### config.mk
export PLATFORM = sky130hd
export DESIGN_NAME = rns_crt
export DESIGN_NICKNAME = d
export VERILOG_FILES = /design/src/hdl/rns_pkg.sv /design/src/hdl/rns_crt.sv
export SDC_FILE = /design/constraint.sdc
export NUM_CORES = 1
export LEC_CHECK = 0
export ABC_CLOCK_PERIOD_IN_PS = 7300
export BUFFER_PORTS_ARGS = -buffer_cell sky130_fd_sc_hd__buf_2
export CORE_ASPECT_RATIO = 1.1
export CORE_MARGIN = 5
export CORE_UTILIZATION = 47
export DETAILED_ROUTE_END_ITERATION = 10
export PLACE_DENSITY = 0.59
export SLEW_MARGIN = 40
export SYNTH_ARGS = -nofsm -noshare
export SYNTH_HDL_FRONTEND = slang
export SYNTH_SLANG_ARGS = --single-unit
### constraint.sdc
create_clock -name clk -period 7.3 [get_ports clk]
set_input_delay 0 -clock clk [delete_from_list [all_inputs] [get_ports clk]]
set_output_delay 0 -clock clk [all_outputs]
set_load 0.02 [all_outputs]
### src/hdl/rns_pkg.sv
// shared types and constants of the residue number system arithmetic unit
package rns_pkg;

	typedef enum logic [2:0] {
		FN_ADD      = 3'd0,
		FN_SUB      = 3'd1,
		FN_MUL      = 3'd2,
		FN_FROM_INT = 3'd3,
		FN_TO_INT   = 3'd4,
		FN_CMP      = 3'd5
	} func_t;

	localparam logic signed [1:0] ORD_LT = -2'sd1;
	localparam logic signed [1:0] ORD_EQ = 2'sd0;
	localparam logic signed [1:0] ORD_GT = 2'sd1;

	localparam int unsigned NUM_LANES   = 4;
	localparam int unsigned RES_W       = 8;
	localparam int unsigned PRE_W       = 18;
	localparam int unsigned RECIP_W     = 19;
	localparam int unsigned RECIP_SHIFT = 26;
	localparam int unsigned QUO_W       = PRE_W + RECIP_W - RECIP_SHIFT;

	typedef logic [RES_W-1:0]           res_t;
	typedef logic [PRE_W-1:0]           pre_t;
	typedef logic [RECIP_W-1:0]         recip_t;
	typedef logic [QUO_W-1:0]           quo_t;
	typedef logic [PRE_W+RECIP_W-1:0]   prod_t;
	typedef logic [23:0]                crt_m_t;

	// per stage advance strobes of the pipeline
	typedef struct packed {
		logic s1;
		logic s2;
		logic s3;
		logic s4;
		logic s5;
		logic s6;
		logic s7;
	} pipe_en_t;

	localparam res_t MODULI [NUM_LANES] = '{8'd233, 8'd239, 8'd241, 8'd251};

	localparam logic [31:0] MOD_PRODUCT = 32'd3368562317;
	localparam logic [31:0] INT_DELTA   = 32'd926404979;
	localparam logic [31:0] MID_POINT   = 32'd1684281159;

	localparam logic [31:0] CRT_W [NUM_LANES] = '{
		32'd3021585941, 32'd1099363434, 32'd1663315003, 32'd952860257
	};

	// M / m_i
	localparam crt_m_t CRT_M [NUM_LANES] = '{
		crt_m_t'(MOD_PRODUCT / 32'(MODULI[0])),
		crt_m_t'(MOD_PRODUCT / 32'(MODULI[1])),
		crt_m_t'(MOD_PRODUCT / 32'(MODULI[2])),
		crt_m_t'(MOD_PRODUCT / 32'(MODULI[3]))
	};

	// crt weight = (M / m_i) * k_i with k_i below m_i
	localparam res_t CRT_K [NUM_LANES] = '{
		res_t'(CRT_W[0] / 32'(CRT_M[0])),
		res_t'(CRT_W[1] / 32'(CRT_M[1])),
		res_t'(CRT_W[2] / 32'(CRT_M[2])),
		res_t'(CRT_W[3] / 32'(CRT_M[3]))
	};

	// floor(2^shift / m_i), quotient estimate is exact or one low
	localparam recip_t RECIP [NUM_LANES] = '{
		recip_t'((64'd1 << RECIP_SHIFT) / 64'(MODULI[0])),
		recip_t'((64'd1 << RECIP_SHIFT) / 64'(MODULI[1])),
		recip_t'((64'd1 << RECIP_SHIFT) / 64'(MODULI[2])),
		recip_t'((64'd1 << RECIP_SHIFT) / 64'(MODULI[3]))
	};

	// 256^j mod m_i for the byte weights of an integer
	localparam res_t POW1 [NUM_LANES] = '{
		res_t'(32'd256 % 32'(MODULI[0])), res_t'(32'd256 % 32'(MODULI[1])),
		res_t'(32'd256 % 32'(MODULI[2])), res_t'(32'd256 % 32'(MODULI[3]))
	};
	localparam res_t POW2 [NUM_LANES] = '{
		res_t'(32'd65536 % 32'(MODULI[0])), res_t'(32'd65536 % 32'(MODULI[1])),
		res_t'(32'd65536 % 32'(MODULI[2])), res_t'(32'd65536 % 32'(MODULI[3]))
	};
	localparam res_t POW3 [NUM_LANES] = '{
		res_t'(32'd16777216 % 32'(MODULI[0])), res_t'(32'd16777216 % 32'(MODULI[1])),
		res_t'(32'd16777216 % 32'(MODULI[2])), res_t'(32'd16777216 % 32'(MODULI[3]))
	};

endpackage

### src/hdl/rns_crt.sv
// crt merge of the four lane residues into a value modulo the product of the moduli
module rns_crt (
	input  logic                                        clk,
	input  rns_pkg::pipe_en_t                           en,
	input  logic [rns_pkg::NUM_LANES-1:0][rns_pkg::RES_W-1:0] res_s4,
	output logic [31:0]                                 value_s7
);

	localparam logic [33:0] M1 = 34'(rns_pkg::MOD_PRODUCT);
	localparam logic [33:0] M2 = M1 * 34'd2;
	localparam logic [33:0] M3 = M1 * 34'd3;

	logic [31:0] w_s5 [rns_pkg::NUM_LANES];
	logic [33:0] sum_s6;
	logic [33:0] folded;

	always_ff @(posedge clk) begin
		if (en.s5) begin
			for (int i = 0; i < rns_pkg::NUM_LANES; i++) begin
				w_s5[i] <= 32'(rns_pkg::CRT_M[i]) * 32'(res_s4[i]);
			end
		end
		if (en.s6) begin
			sum_s6 <= 34'(w_s5[0]) + 34'(w_s5[1]) + 34'(w_s5[2]) + 34'(w_s5[3]);
		end
		if (en.s7) begin
			value_s7 <= folded[31:0];
		end
	end

	// each weighted term is below M, so the sum is below 4M
	always_comb begin
		if (sum_s6 >= M3) begin
			folded = sum_s6 - M3;
		end else if (sum_s6 >= M2) begin
			folded = sum_s6 - M2;
		end else if (sum_s6 >= M1) begin
			folded = sum_s6 - M1;
		end else begin
			folded = sum_s6;
		end
	end

endmodule

## Word level (Yosys, flattened, before mapping)

Memories as Yosys holds them, arrays and structs flattened.
Cells that the tools add are included.

| word-level totals | value |
|---|---|
| bits in read-only memories | 0 |
| output and inout port bits | 32 |
| memory bits (writable) | 128 |
| logic and storage cells | 21 |
| input bits | 40 |
| memories | 1 |
| latch bits | 0 |
| bits in registers | 66 |

Memories:

| name | words | bits a word | read ports | clocked after Yosys merged registers in | write ports | RTL line | source |
|---|---|---|---|---|---|---|---|
| w_s5 | 4 | 32 | 4 | 0 | 4 | rns_crt.sv:13 | `logic [31:0] w_s5 [rns_pkg::NUM_LANES];` |

| cells by class | value |
|---|---|
| reductions and logical operators | 0 |
| div/mod/pow operators | 0 |
| mux-type cells | 5 |
| $add $sub $neg | 6 |
| bitwise operators | 0 |
| magnitude comparators | 3 |
| shifts and indexed selects | 0 |
| multiply operators | 4 |
| eq/ne operators | 0 |

Operators by type and width:

| operator | count |
|---|---|
| multiplier 24 x 8 -> 32 bit, first input constant | 4 |
| 2-to-1 mux 32 bit | 3 |
| subtractor 32 bit, second input constant | 2 |
| adder 33 x 32 -> 34 bit | 1 |
| adder 34 x 32 -> 34 bit | 1 |
| greater-or-equal comparator 34 x 32 -> 1 bit, second input constant | 1 |
| greater-or-equal comparator 34 x 33 -> 1 bit, second input constant | 1 |
| greater-or-equal comparator 34 bit, second input constant | 1 |
| adder 32 x 32 -> 33 bit | 1 |
| subtractor 32 x 31 -> 32 bit, second input constant | 1 |
| 2-to-1 mux 1 bit | 2 |

## Depth between registers and ports, before layout

| depth | value |
|---|---|
| depth in word-level cells | 4 |
| gate-level depth with buffers | 19 |

## Worst setup path before layout

Ideal clock, no wire load.

| timing | value |
|---|---|
| kind | in2reg |
| from | input res_s4[18] (netlist name) |
| to | memory w_s5[2][26], data pin |
| library setup time | 260 ps |
| stages on the path | 16 |
| data required time | 7,040 ps |
| data arrival time | 3,906 ps |
| setup slack | 3,134 ps |
| cells stage by stage | fa_1 -> ha_1 -> inv_1 -> fa_1 -> fa_1 -> inv_1 -> ha_1 -> nor2b_1 -> o21ai_0 -> a21boi_0 -> o41ai_1 -> o211ai_1 -> a31oi_1 -> o21bai_1 -> a21boi_0 -> xnor2_1 |

RTL lines:

| what | RTL line | source |
|---|---|---|
| from (decl) | rns_crt.sv:5 | `input logic [rns_pkg::NUM_LANES-1:0][rns_pkg::RES_W-1:0] res_s4,` |
| to (decl) | rns_crt.sv:13 |  |

==> results.sh <==
export IMPL_report_final_hold_viol_count=0
export IMPL_postSynth_topFlopCell="sky130_fd_sc_hd__edfxtp_1"
export IMPL_place_detailed_hpwl_um=45000
export IMPL_postRouteWirelength_um=53300
export IMPL_critical_path_buf_inv_count=1
export IMPL_clk_pin_slew_worst_paths_ns=0.09
export IMPL_placement_io_buffers=67
export IMPL_period_share=0.645
export IMPL_avgSynthCellArea_um2=10.4
export IMPL_worstSetupStartpointType="flop"
export IMPL_crit_path_max_incr_delay_ns=0.54
export IMPL_grt_pass1_wl_um=85500
export IMPL_fraction_of_final_layout_cells_sized_beyond_drive_strength_1=0.0634
export IMPL_timing_final_crit_period_ns=4.71
export IMPL_grtUsageTotal=0.213
export IMPL_worst_path_max_delay_cell="sky130_fd_sc_hd__fa_1"
export IMPL_worst_slew_pin_transition_ns=0.901
export IMPL_syn_to_final_growth_pct=7.15
export IMPL_maximum_achievable_frequency_ghz=0.212
export IMPL_max_cap_viol_count=0
export IMPL_cts_hold_fix_buffers=6
export IMPL_antenna_found_initial=4
export IMPL_critPathKind="flop to flop"
export IMPL_outcome="finished, final reports clean"
export IMPL_worst_path_max_fanout=4
export IMPL_cell_chain_critical_path="fa_1 > fa_1 > ha_1 > inv_1 > fa_1 > nand2b_1 > a21oi_1 > o21a_1 > a221o_1 > a211o_1 > o21ai_1 > a41oi_1 > a31oi_1 > o21ai_0"
export IMPL_viasPerCell=5.66
export IMPL_die_w_um=215
export IMPL_wire_per_inst_um=19.4
export IMPL_rsz0062_at_grt="no"
export IMPL_final_nets=2722
export IMPL_core_area_mm2=0.0458
export IMPL_floorplan_initialDensity=0.476
export IMPL_clock_latency_ns=0.47
export IMPL_critical_path_most_common_cell="sky130_fd_sc_hd__fa_1"
export IMPL_fin_tns_setup_ns=0
export IMPL_chipHeight_um=236
export IMPL_grt_overflow_total=0
export IMPL_critical_path_arrival_ns=4.92
export IMPL_ios=72
export IMPL_synth_edf_count=194
export IMPL_clk_root_buffer_cell="sky130_fd_sc_hd__clkbuf_16"
export IMPL_detailedRoute_firstPassIterationCount=5
export IMPL_layout_filler_cells=4139
export IMPL_rows=82
export IMPL_critPathTopFamily="compound AO/OA/AOI/OAI gates"
export IMPL_post_cts_resized_instances=0
export IMPL_synth_cell_area_mm2=0.0218
export IMPL_setup_worst_path_end_class="flop"
export IMPL_final_antenna_net_count=0
export IMPL_ys_warn_count=0
export IMPL_cts_htree_levels=4
export IMPL_timing_max_slew_rel_slack=0.399
export IMPL_finalClockSkew_ns=0.0185
export IMPL_insertedDiodeCount=0
export IMPL_setup_violations=0
export IMPL_post_cts_setup_buffer_count=0
export IMPL_post_synth_num_cell_types=85
export IMPL_synth_seq_cells=194
export IMPL_synth_cells=2094
export IMPL_syn_num_nets=2668
export IMPL_maxSlewViolCount=0
export IMPL_globalplace_congestion=0.926
export IMPL_fp_dieArea_mm2=0.0508
export IMPL_cts_buffers_inserted=17
export IMPL_cts_tree="done"
export IMPL_async_flop_share=0
export IMPL_route_vias_total=15600
export IMPL_tritoncts_num_sinks=194
export IMPL_drcViolationCount=0
export IMPL_cts_root_to_sink_buffers=2
export IMPL_min_path_type="primary input to flop"
export IMPL_first_global_vias=15800
export IMPL_worst_endpoint_required_ns=7.51
export IMPL_sequential_element_share_of_the_synthesized_area=0.267
export IMPL_grt_start_max_net_pins=78
export IMPL_drt_iter0_markers=961
-- cell families (layout without fill, tap and decap cells) --
kind of cell	count (synthesis)	after routing	synth area share
compound gates	482	482	0.146
xor+xnor	157	157	0.0631
fa+ha+maj	534	534	0.372
buf+inv	345	412	0.0612
flops	194	194	0.267
mux	2	2	0.000976
simple gates	380	380	0.0889
-- sequential cells by signal, summed over array words and instances (netlist names) --
name	flops
w_s5	128
sum_s6	34
value_s7	32
-- per-layer routing --
| layer | routed length [um] | global-route usage | part of all wire | vias up |
|---|---|---|---|---|
| met5 | 27 | 0 | 0.00051 | - |
| met4 | 2160 | 0.0836 | 0.041 | 4 |
| met3 | 2300 | 0.0353 | 0.043 | 112 |
| met2 | 26600 | 0.372 | 0.50 | 392 |
| met1 | 22200 | 0.264 | 0.42 | 7546 |
| li1 | - | - | - | 7519 |
-- layout make-up --
cell class | count | area, um2 | share of cell area
clock buffer | 18 | 429 | 0.0184
clock inverter | 14 | 158 | 0.00675
inverter | 303 | 1140 | 0.0487
multi-input combinational | 1555 | 14600 | 0.627
sequential | 194 | 5830 | 0.250
tap | 588 | 736 | 0.0315
timing repair buffer | 77 | 432 | 0.0185
-- per-stage QoR --
stage	hold WS (ns)	setup WS, ns	std cells	util	area (um2)
global route	0.0737	2.34	2749	0.510	23300
finish	0.0986	2.59	2749	0.510	23300
floorplan	0.0989	3.13	2094	-	21800
global placement	0.376	2.21	2711	0.496	22700
detailed placement	0.383	2.15	2711	0.496	22700
CTS	0.0612	2.64	2749	0.510	23300
-- cells in the mapped netlist (29+ instances only) --
master	n	area [um2]
sky130_fd_sc_hd__inv_1	303	1140
sky130_fd_sc_hd__ha_1	345	4320
sky130_fd_sc_hd__a21o_1	55	413
sky130_fd_sc_hd__nor2_1	91	342
sky130_fd_sc_hd__xor2_1	53	464
sky130_fd_sc_hd__a21oi_1	139	696
sky130_fd_sc_hd__fa_1	189	3780
sky130_fd_sc_hd__xnor2_1	104	911
sky130_fd_sc_hd__o21ai_0	78	390
sky130_fd_sc_hd__nand2_1	87	327
sky130_fd_sc_hd__nand2b_1	29	181
sky130_fd_sc_hd__nand3_1	36	180
sky130_fd_sc_hd__edfxtp_1	194	5830
sky130_fd_sc_hd__nor3_1	29	145
-- path summary, 6_finish.rpt --
kind,start,to,slack [ns],cells past startpoint
max,w_s5[3][1],sum_s6[33],2.59,14
min,res_s4[18],w_s5[2][2],0.1,2
max reg2reg,w_s5[3][1],sum_s6[33],2.59,14
min reg2reg,w_s5[1][0],sum_s6[0],0.58,1
-- cell usage in the layout, fill, tap and decap left out, types with 16 or more instances in the layout --
master,instances
sky130_fd_sc_hd__nand2_1,87
sky130_fd_sc_hd__buf_2,66
sky130_fd_sc_hd__o211ai_1,16
sky130_fd_sc_hd__fa_1,189
sky130_fd_sc_hd__a21o_1,55
sky130_fd_sc_hd__a31oi_1,27
sky130_fd_sc_hd__o21a_1,23
sky130_fd_sc_hd__xnor2_1,104
sky130_fd_sc_hd__inv_1,303
sky130_fd_sc_hd__edfxtp_1,194
sky130_fd_sc_hd__ha_1,345
sky130_fd_sc_hd__a211oi_1,23
sky130_fd_sc_hd__nor2_1,91
sky130_fd_sc_hd__nand3_1,36
sky130_fd_sc_hd__xor2_1,53
sky130_fd_sc_hd__nor2b_1,16
sky130_fd_sc_hd__o21ai_0,78
sky130_fd_sc_hd__a21oi_1,139
sky130_fd_sc_hd__nor3_1,29
sky130_fd_sc_hd__clkbuf_16,17
sky130_fd_sc_hd__nand2b_1,29
-- worst register-to-register path: stages, from the launching register on --
cell and delay [ns]:
sky130_fd_sc_hd__edfxtp_1 0.50, sky130_fd_sc_hd__fa_1 0.53, sky130_fd_sc_hd__fa_1 0.54, sky130_fd_sc_hd__ha_1 0.21
sky130_fd_sc_hd__inv_1 0.07, sky130_fd_sc_hd__fa_1 0.40, sky130_fd_sc_hd__nand2b_1 0.18, sky130_fd_sc_hd__a21oi_1 0.22
sky130_fd_sc_hd__o21a_1 0.23, sky130_fd_sc_hd__a221o_1 0.26, sky130_fd_sc_hd__a211o_1 0.26, sky130_fd_sc_hd__o21ai_1 0.15
sky130_fd_sc_hd__a41oi_1 0.31, sky130_fd_sc_hd__a31oi_1 0.17, sky130_fd_sc_hd__o21ai_0 0.43
Power is left out: the tool's default activity adds up to more than one toggle a clock period on the data nets, which glitch-free logic cannot reach.
