### src/hdl/rns_pkg.sv
// shared types and constants of the residue number system arithmetic unit
package rns_pkg;

	typedef enum logic [2:0] {
		FN_ADD      = 3'd0,
		FN_SUB      = 3'd1,
		FN_MUL      = 3'd2,
		FN_FROM_INT = 3'd3,
		FN_TO_INT   = 3'd4,
		FN_CMP      = 3'd5
	} func_t;

	localparam logic signed [1:0] ORD_LT = -2'sd1;
	localparam logic signed [1:0] ORD_EQ = 2'sd0;
	localparam logic signed [1:0] ORD_GT = 2'sd1;

	localparam int unsigned NUM_LANES   = 4;
	localparam int unsigned RES_W       = 8;
	localparam int unsigned PRE_W       = 18;
	localparam int unsigned RECIP_W     = 19;
	localparam int unsigned RECIP_SHIFT = 26;
	localparam int unsigned QUO_W       = PRE_W + RECIP_W - RECIP_SHIFT;

	typedef logic [RES_W-1:0]           res_t;
	typedef logic [PRE_W-1:0]           pre_t;
	typedef logic [RECIP_W-1:0]         recip_t;
	typedef logic [QUO_W-1:0]           quo_t;
	typedef logic [PRE_W+RECIP_W-1:0]   prod_t;
	typedef logic [23:0]                crt_m_t;

	// per stage advance strobes of the pipeline
	typedef struct packed {
		logic s1;
		logic s2;
		logic s3;
		logic s4;
		logic s5;
		logic s6;
		logic s7;
	} pipe_en_t;

	localparam res_t MODULI [NUM_LANES] = '{8'd233, 8'd239, 8'd241, 8'd251};

	localparam logic [31:0] MOD_PRODUCT = 32'd3368562317;
	localparam logic [31:0] INT_DELTA   = 32'd926404979;
	localparam logic [31:0] MID_POINT   = 32'd1684281159;

	localparam logic [31:0] CRT_W [NUM_LANES] = '{
		32'd3021585941, 32'd1099363434, 32'd1663315003, 32'd952860257
	};

	// M / m_i
	localparam crt_m_t CRT_M [NUM_LANES] = '{
		crt_m_t'(MOD_PRODUCT / 32'(MODULI[0])),
		crt_m_t'(MOD_PRODUCT / 32'(MODULI[1])),
		crt_m_t'(MOD_PRODUCT / 32'(MODULI[2])),
		crt_m_t'(MOD_PRODUCT / 32'(MODULI[3]))
	};

	// crt weight = (M / m_i) * k_i with k_i below m_i
	localparam res_t CRT_K [NUM_LANES] = '{
		res_t'(CRT_W[0] / 32'(CRT_M[0])),
		res_t'(CRT_W[1] / 32'(CRT_M[1])),
		res_t'(CRT_W[2] / 32'(CRT_M[2])),
		res_t'(CRT_W[3] / 32'(CRT_M[3]))
	};

	// floor(2^shift / m_i), quotient estimate is exact or one low
	localparam recip_t RECIP [NUM_LANES] = '{
		recip_t'((64'd1 << RECIP_SHIFT) / 64'(MODULI[0])),
		recip_t'((64'd1 << RECIP_SHIFT) / 64'(MODULI[1])),
		recip_t'((64'd1 << RECIP_SHIFT) / 64'(MODULI[2])),
		recip_t'((64'd1 << RECIP_SHIFT) / 64'(MODULI[3]))
	};

	// 256^j mod m_i for the byte weights of an integer
	localparam res_t POW1 [NUM_LANES] = '{
		res_t'(32'd256 % 32'(MODULI[0])), res_t'(32'd256 % 32'(MODULI[1])),
		res_t'(32'd256 % 32'(MODULI[2])), res_t'(32'd256 % 32'(MODULI[3]))
	};
	localparam res_t POW2 [NUM_LANES] = '{
		res_t'(32'd65536 % 32'(MODULI[0])), res_t'(32'd65536 % 32'(MODULI[1])),
		res_t'(32'd65536 % 32'(MODULI[2])), res_t'(32'd65536 % 32'(MODULI[3]))
	};
	localparam res_t POW3 [NUM_LANES] = '{
		res_t'(32'd16777216 % 32'(MODULI[0])), res_t'(32'd16777216 % 32'(MODULI[1])),
		res_t'(32'd16777216 % 32'(MODULI[2])), res_t'(32'd16777216 % 32'(MODULI[3]))
	};

endpackage

### src/hdl/rns_lane.sv
// one residue lane: operand select and reciprocal based reduction modulo its modulus
module rns_lane #(
	parameter int unsigned LANE = 0
) (
	input  logic               clk,
	input  rns_pkg::pipe_en_t  en,
	input  rns_pkg::func_t     func_s1,
	input  logic [31:0]        a_s1,
	input  logic [31:0]        b_s1,
	output rns_pkg::res_t      res_a_s4,
	output rns_pkg::res_t      res_b_s4
);

	localparam rns_pkg::res_t   M     = rns_pkg::MODULI[LANE];
	localparam rns_pkg::res_t   K     = rns_pkg::CRT_K[LANE];
	localparam rns_pkg::recip_t R     = rns_pkg::RECIP[LANE];
	localparam rns_pkg::res_t   P1    = rns_pkg::POW1[LANE];
	localparam rns_pkg::res_t   P2    = rns_pkg::POW2[LANE];
	localparam rns_pkg::res_t   P3    = rns_pkg::POW3[LANE];
	localparam int unsigned     RW    = rns_pkg::RES_W;

	rns_pkg::res_t  x, y, xr, yr;
	rns_pkg::pre_t  pre  [2];
	rns_pkg::pre_t  p_s2 [2];
	rns_pkg::prod_t prod [2];
	rns_pkg::quo_t  q_s3 [2];
	rns_pkg::pre_t  p_s3 [2];
	rns_pkg::pre_t  diff [2];
	logic [RW:0]    r9   [2];
	rns_pkg::res_t  red  [2];

	// channel 0 carries the op, channel 1 the second compare operand
	always_comb begin
		x  = a_s1[RW*LANE +: RW];
		y  = b_s1[RW*LANE +: RW];
		xr = (x >= M) ? x - M : x;
		yr = (y >= M) ? y - M : y;
		case (func_s1)
			rns_pkg::FN_ADD:      pre[0] = rns_pkg::pre_t'(x) + rns_pkg::pre_t'(y);
			rns_pkg::FN_SUB:      pre[0] = rns_pkg::pre_t'(x) + rns_pkg::pre_t'(M - yr);
			rns_pkg::FN_MUL:      pre[0] = rns_pkg::pre_t'(xr) * rns_pkg::pre_t'(yr);
			rns_pkg::FN_FROM_INT: begin
				pre[0] = rns_pkg::pre_t'(a_s1[7:0])
					+ rns_pkg::pre_t'(a_s1[15:8]) * rns_pkg::pre_t'(P1)
					+ rns_pkg::pre_t'(a_s1[23:16]) * rns_pkg::pre_t'(P2)
					+ rns_pkg::pre_t'(a_s1[31:24]) * rns_pkg::pre_t'(P3);
			end
			rns_pkg::FN_TO_INT,
			rns_pkg::FN_CMP:      pre[0] = rns_pkg::pre_t'(x) * rns_pkg::pre_t'(K);
			default:              pre[0] = '0;
		endcase
		pre[1] = rns_pkg::pre_t'(y) * rns_pkg::pre_t'(K);
	end

	always_ff @(posedge clk) begin
		if (en.s2) begin
			p_s2 <= pre;
		end
	end

	// quotient estimate
	always_comb begin
		for (int i = 0; i < 2; i++) begin
			prod[i] = rns_pkg::prod_t'(p_s2[i]) * rns_pkg::prod_t'(R);
		end
	end

	always_ff @(posedge clk) begin
		if (en.s3) begin
			for (int i = 0; i < 2; i++) begin
				q_s3[i] <= prod[i][rns_pkg::RECIP_SHIFT +: rns_pkg::QUO_W];
				p_s3[i] <= p_s2[i];
			end
		end
	end

	// remainder below twice the modulus, one correction step
	always_comb begin
		for (int i = 0; i < 2; i++) begin
			diff[i] = p_s3[i] - rns_pkg::pre_t'(q_s3[i]) * rns_pkg::pre_t'(M);
			r9[i]   = diff[i][RW:0];
			red[i]  = (r9[i] >= (RW+1)'(M)) ? RW'(r9[i] - (RW+1)'(M)) : RW'(r9[i]);
		end
	end

	always_ff @(posedge clk) begin
		if (en.s4) begin
			res_a_s4 <= red[0];
			res_b_s4 <= red[1];
		end
	end

endmodule

### config.mk
export PLATFORM = sky130hd
export DESIGN_NAME = rns_lane
export DESIGN_NICKNAME = d
export VERILOG_FILES = /design/src/hdl/rns_pkg.sv /design/src/hdl/rns_lane.sv
export SDC_FILE = /design/constraint.sdc
export NUM_CORES = 1
export LEC_CHECK = 0
export BUFFER_PORTS_ARGS = -buffer_cell sky130_fd_sc_hd__buf_2
export CAP_MARGIN = 20
export CORE_ASPECT_RATIO = 0.6
export CORE_MARGIN = 10
export CORE_UTILIZATION = 47
export CTS_CLUSTER_SIZE = 40
export DETAILED_ROUTE_END_ITERATION = 8
export SETUP_SLACK_MARGIN = 0.02
export SYNTH_ARGS = -nofsm -noshare
export SYNTH_HDL_FRONTEND = slang
export SYNTH_SLANG_ARGS = --single-unit
export TNS_END_PERCENT = 5
### constraint.sdc
create_clock -name clk -period 10 [get_ports clk]
set_clock_uncertainty 0.2 [all_clocks]
set_input_delay 1 -clock clk [delete_from_list [all_inputs] [get_ports clk]]
set_output_delay 1 -clock clk [all_outputs]
set_load 0.01 [all_outputs]
## Yosys cells after proc, flatten, opt, wreduce, memory -nomap -nowiden

Memory sizes are Yosys's and may differ from the RTL's.
Index checks and enable logic that the tools add are counted.

| word-level totals | value |
|---|---|
| bits in registers | 50 |
| bits in latches | 0 |
| bits in writable memories | 58 |
| memory bits (read-only) | 0 |
| output and inout port bits | 16 |
| logic and storage cells | 46 |
| memories | 2 |

Memories:

| name | words | width | read ports | clocked after Yosys merged registers in | wr ports | RTL line | RTL |
|---|---|---|---|---|---|---|---|
| p_s3 | 2 | 18 | 2 | 0 | 2 | rns_lane.sv:27 | `rns_pkg::pre_t p_s3 [2];` |
| q_s3 | 2 | 11 | 2 | 0 | 2 | rns_lane.sv:26 | `rns_pkg::quo_t q_s3 [2];` |

| operators by class | value |
|---|---|
| $add $sub $neg | 12 |
| multiply operators | 10 |
| div/mod/pow operators | 0 |
| magnitude comparators | 4 |
| equality and inequality tests | 5 |
| shifts and indexed selects | 0 |
| multiplexer cells | 7 |
| bitwise gates (word level) | 0 |
| reduce and logical (&&, ||, !) cells | 2 |

Operators with widths:

| operator | number |
|---|---|
| one-hot mux 18 bit (5 select lines) | 1 |
| multiplier 18 x 17 -> 35 bit, second input constant | 1 |
| multiplier 16 x 17 -> 33 bit, second input constant | 1 |
| multiplier 8 x 8 -> 16 bit, second input constant | 2 |
| 2-to-1 mux 8 bit | 4 |
| subtractor 8 bit, second input constant | 4 |
| multiplier 8 x 6 -> 14 bit, second input constant | 2 |
| multiplier 11 x 8 -> 9 bit, second input constant | 2 |
| greater-or-equal comparator 9 x 8 -> 1 bit, second input constant | 2 |
| subtractor 9 bit | 2 |
| adder 15 x 14 -> 16 bit | 1 |
| greater-or-equal comparator 8 bit, second input constant | 2 |
| multiplier 8 x 8 -> 16 bit | 1 |
| adder 14 x 14 -> 15 bit | 1 |
| adder 8 x 13 -> 14 bit | 1 |
| multiplier 8 x 5 -> 13 bit, second input constant | 1 |
| adder 9 x 9 -> 10 bit | 1 |
| adder 8 x 8 -> 9 bit | 1 |
| subtractor 8 x 8 -> 9 bit, first input constant | 1 |
| == test 3 x 2 -> 1 bit, second input constant | 2 |
| == test 3 bit, second input constant | 2 |
| == test 3 x 1 -> 1 bit, second input constant | 1 |
| zero test 3 bit | 1 |
| 2-to-1 mux 1 bit | 2 |
| OR reduction 2 bit | 1 |

## Longest topological paths before layout

| logic depth | value |
|---|---|
| word-level depth | 5 |
| mapped depth | 25 |

## Worst setup path after synthesis

Ideal clock, no wire load.

| path | value |
|---|---|
| path type | input port to flip-flop |
| start | in a_s1[1] |
| end | reg p_s2[31] (netlist name), data pin |
| library setup time | 0.271 ns |
| arrival | 6.457 ns |
| required time | 9.529 ns |
| setup slack | 3.072 ns |
| stages | 24 |
| buffers on the path | 0 |
| cell sequence | inv_1 ha_1 inv_1 a21oi_1 a21boi_0 o21ai_1 inv_1 nand2_1 xor2_1 nor2_1 fa_1 fa_1 inv_1 fa_1 fa_1 inv_1 ha_1 a21o_1 a2111oi_0 nor3_1 a2111oi_0 xnor2_1 nand2_1 o2111ai_1 |

RTL lines:

| item | RTL line | RTL |
|---|---|---|
| start, declared | rns_lane.sv:8 | `input logic [31:0] a_s1,` |
| end signal, assigned | rns_lane.sv:57 | `p_s2 <= pre;` |
| end, declared | rns_lane.sv:24 | `rns_pkg::pre_t p_s2 [2];` |

==> impl_metrics.csv <==
group,metric,value,unit
outcome,status,"finished, final reports clean",
flow_run,maxCapViolations,0,
global_route,grt_pass1_wl,76.1,mm
worst_setup_path,worstRegToRegCells,19,
timing,max_freq,0.122,GHz
clock_network,post_cts_buffers,0,
final_layout,fin_nets,3075,
route,routed-via-count,14300,
logic_synthesis,yosysWarnings,0,
placement,routabilityCongestion,0.865,
placement,port_buffers,62,
final_layout,final_cell_mix,"560 x ha_1, 497 x inv_1, 271 x fa_1",
floorplan,row_count,60,
logic_synthesis,ys_seq_elements,85,
route,wl_per_cell,16.3,um
final_layout,drive_gt1_share,5.06,%
timing,fin_ws,1810,ps
logic_synthesis,syn_inst,2100,
timing,worstMarginPinSlew,1010,ps
floorplan,start_util,47.4,%
final_layout,syn_to_final_growth,6.45,%
route,dr.pass1.iters,5,
clock_network,cts_tree,"yes",
timing,fin_crit,8190,ps
clock_network,cts.reportedPaths.clkPinSlew,60,ps
clock_network,cts_resized,0,
logic_synthesis,avgSynthCellArea,10.1,um^2
final_layout,num_antenna_cells,0,
floorplan,die_w,294,um
logic_synthesis,async_reset_ff_share,0,%
timing,finalMaxSlewViolations,0,
route,drt.antenna.violating_nets,0,
global_route,grt_max_degree,37,
floorplan,io_pins,91,
clock_network,cts_max_level,3,
clock_network,cts_made_buffers,9,
placement,hpwl,39.0,mm
route,routed_wl,45.0,mm
worst_setup_path,cp_cell_sequence,"buf_2 > inv_1 > ha_1 > inv_1 > a21oi_1 > a21boi_0 > o21ai_1 > nor2_1 > xnor2_1 > nor2_1 > fa_1 > fa_1 > inv_1 > fa_1 > fa_1 > inv_1 > ha_1 > a21o_1 > a2111oi_0 > nor3_1 > a2111oi_0 > xnor2_1 > nand2_1 > o2111ai_1",
route,viasPerCell,5.16,
floorplan,core,0.0447,mm^2
worst_setup_path,r2r_slack,3110,ps
clock_network,hold_buffers,0,
logic_synthesis,synth_edf_count,85,
worst_setup_path,arrival,8010,ps
worst_setup_path,worstPathMaxFanout,9,
worst_setup_path,critPathLaunchType,"primary input",
worst_setup_path,cp_slowest_stage_delay,810,ps
worst_setup_path,crit_path_top_delay_cell,"xnor2_1",
global_route,antenna_found_initial,2,
logic_synthesis,syn_nets,3006,
floorplan,fp.dieArea,0.0542,mm^2
worst_setup_path,path_depth,24,
timing,rsz0062_at_grt,"false",
placement,pre_cts_ws,1460,ps
timing,setup_viol,0,
global_route,grt_overflow,0,
clock_network,clk_path_buf_depth,2,
global_route,grt_usage,17.3,%
worst_setup_path,critPathCaptureType,"flip-flop",
logic_synthesis,synth.distinct_cells,63,
clock_network,clk_latency,340,ps
route,drc_errors,0,
timing,finalHoldViolCount,0,
clock_network,clock_sinks,85,
worst_setup_path,crit_buf_inv,5,
floorplan,die_y,184,um
route,drt_iter0_drc,828,
logic_synthesis,yosysSeqAreaShare,12.1,%
timing,period_share,81.9,%
final_layout,layout_commonest_cell,"ha_1",
timing,finalSetupTns,0,ps
worst_setup_path,critPathKind,"primary input to flip-flop",
worst_setup_path,required,9820,ps
worst_setup_path,crit_family,"adder cells",
logic_synthesis,ys.flop_type,"edfxtp_1",
logic_synthesis,syn_area,0.0212,mm^2
hold_path,holdPathStages,0,
global_route,grt_pass1_vias,15000,
clock_network,cts_root_buffer,"clkbuf_16",
timing,max_slew_margin,32.2,%
hold_path,hold_path.class,"flip-flop to flip-flop",
## worst paths after layout
path            from          end
max          a_s1[1]     p_s2[31]
min          p_s2[8]  p_s3[0][26]
max reg2reg  p_s2[5]  q_s3[0][19]
min reg2reg  p_s2[8]  p_s3[0][26]
## metrics by stage
stage | hold WS (ps) | area [um^2] | cells | util (%)
2_1_floorplan | 328 | 21200 | 2100 | -
3_3_place_gp | 555 | 22200 | 2744 | 49.7
3_5_place_dp | 578 | 22200 | 2744 | 49.7
4_1_cts | 578 | 22500 | 2760 | 50.4
5_1_grt | 590 | 22500 | 2763 | 50.5
6_report | 583 | 22500 | 2763 | 50.5
## layout make-up
cell class	count	area, um^2
clock buffers	10	229
clock inverters	6	86.3
fillers	4095	22100
inverters	498	1870
multi-input cells	1508	16700
flip-flops and latches	85	2550
well taps	589	737
repair buffers	67	348
## registers in the layout (all words and copies together) (netlist names)
name / cells
q_s3: 18
res_b_s4: 8
res_a_s4: 8
p_s3: 18
p_s2: 33
## cell families after synthesis
kind of cell | Yosys count | synth area share (%)
adder cells (fa/ha/maj) | 831 | 58.7
buffers and inverters | 507 | 9.00
AND/OR/NAND/NOR | 292 | 6.53
AO/OA/AOI/OAI | 247 | 7.93
XOR/XNOR | 132 | 5.46
flip-flops | 85 | 12.1
multiplexers | 6 | 0.296
## routing by layer
metal / up-vias / track usage, % / share of wire [%]
li1: 7064 / - / -
met1: 6912 / 25.1 / 51
met2: 260 / 27.4 / 43
met3: 21 / 2.85 / 5.6
met4: 2 / 1.94 / 0.59
met5: - / 0 / 0.044
## synth_stat cells, drive strengths merged (6+ instances only)
master    n  area [um^2]
nand2b   13         81.3
nor2b    13         81.3
a21boi    6         45.0
edfxtp   85         2550
or3      13         81.3
clkbuf    8         30.0
o21a     11         83.8
and2      9         56.3
nor2     98          368
nand3    25          125
or2      16          100
xnor2   101          885
xor2     31          272
nor3     25          125
nand2    60          225
ha      560         7010
a21oi    62          322
o211ai   12         90.1
inv     497         1870
o21ai    45          225
a22oi     7         52.6
a211oi   11         82.6
fa      271         5430
o21bai   11         82.6
a21o     26          195
Power is not shown: default switching activity piles up to over one toggle a cycle in this logic, so the estimate is an artifact.
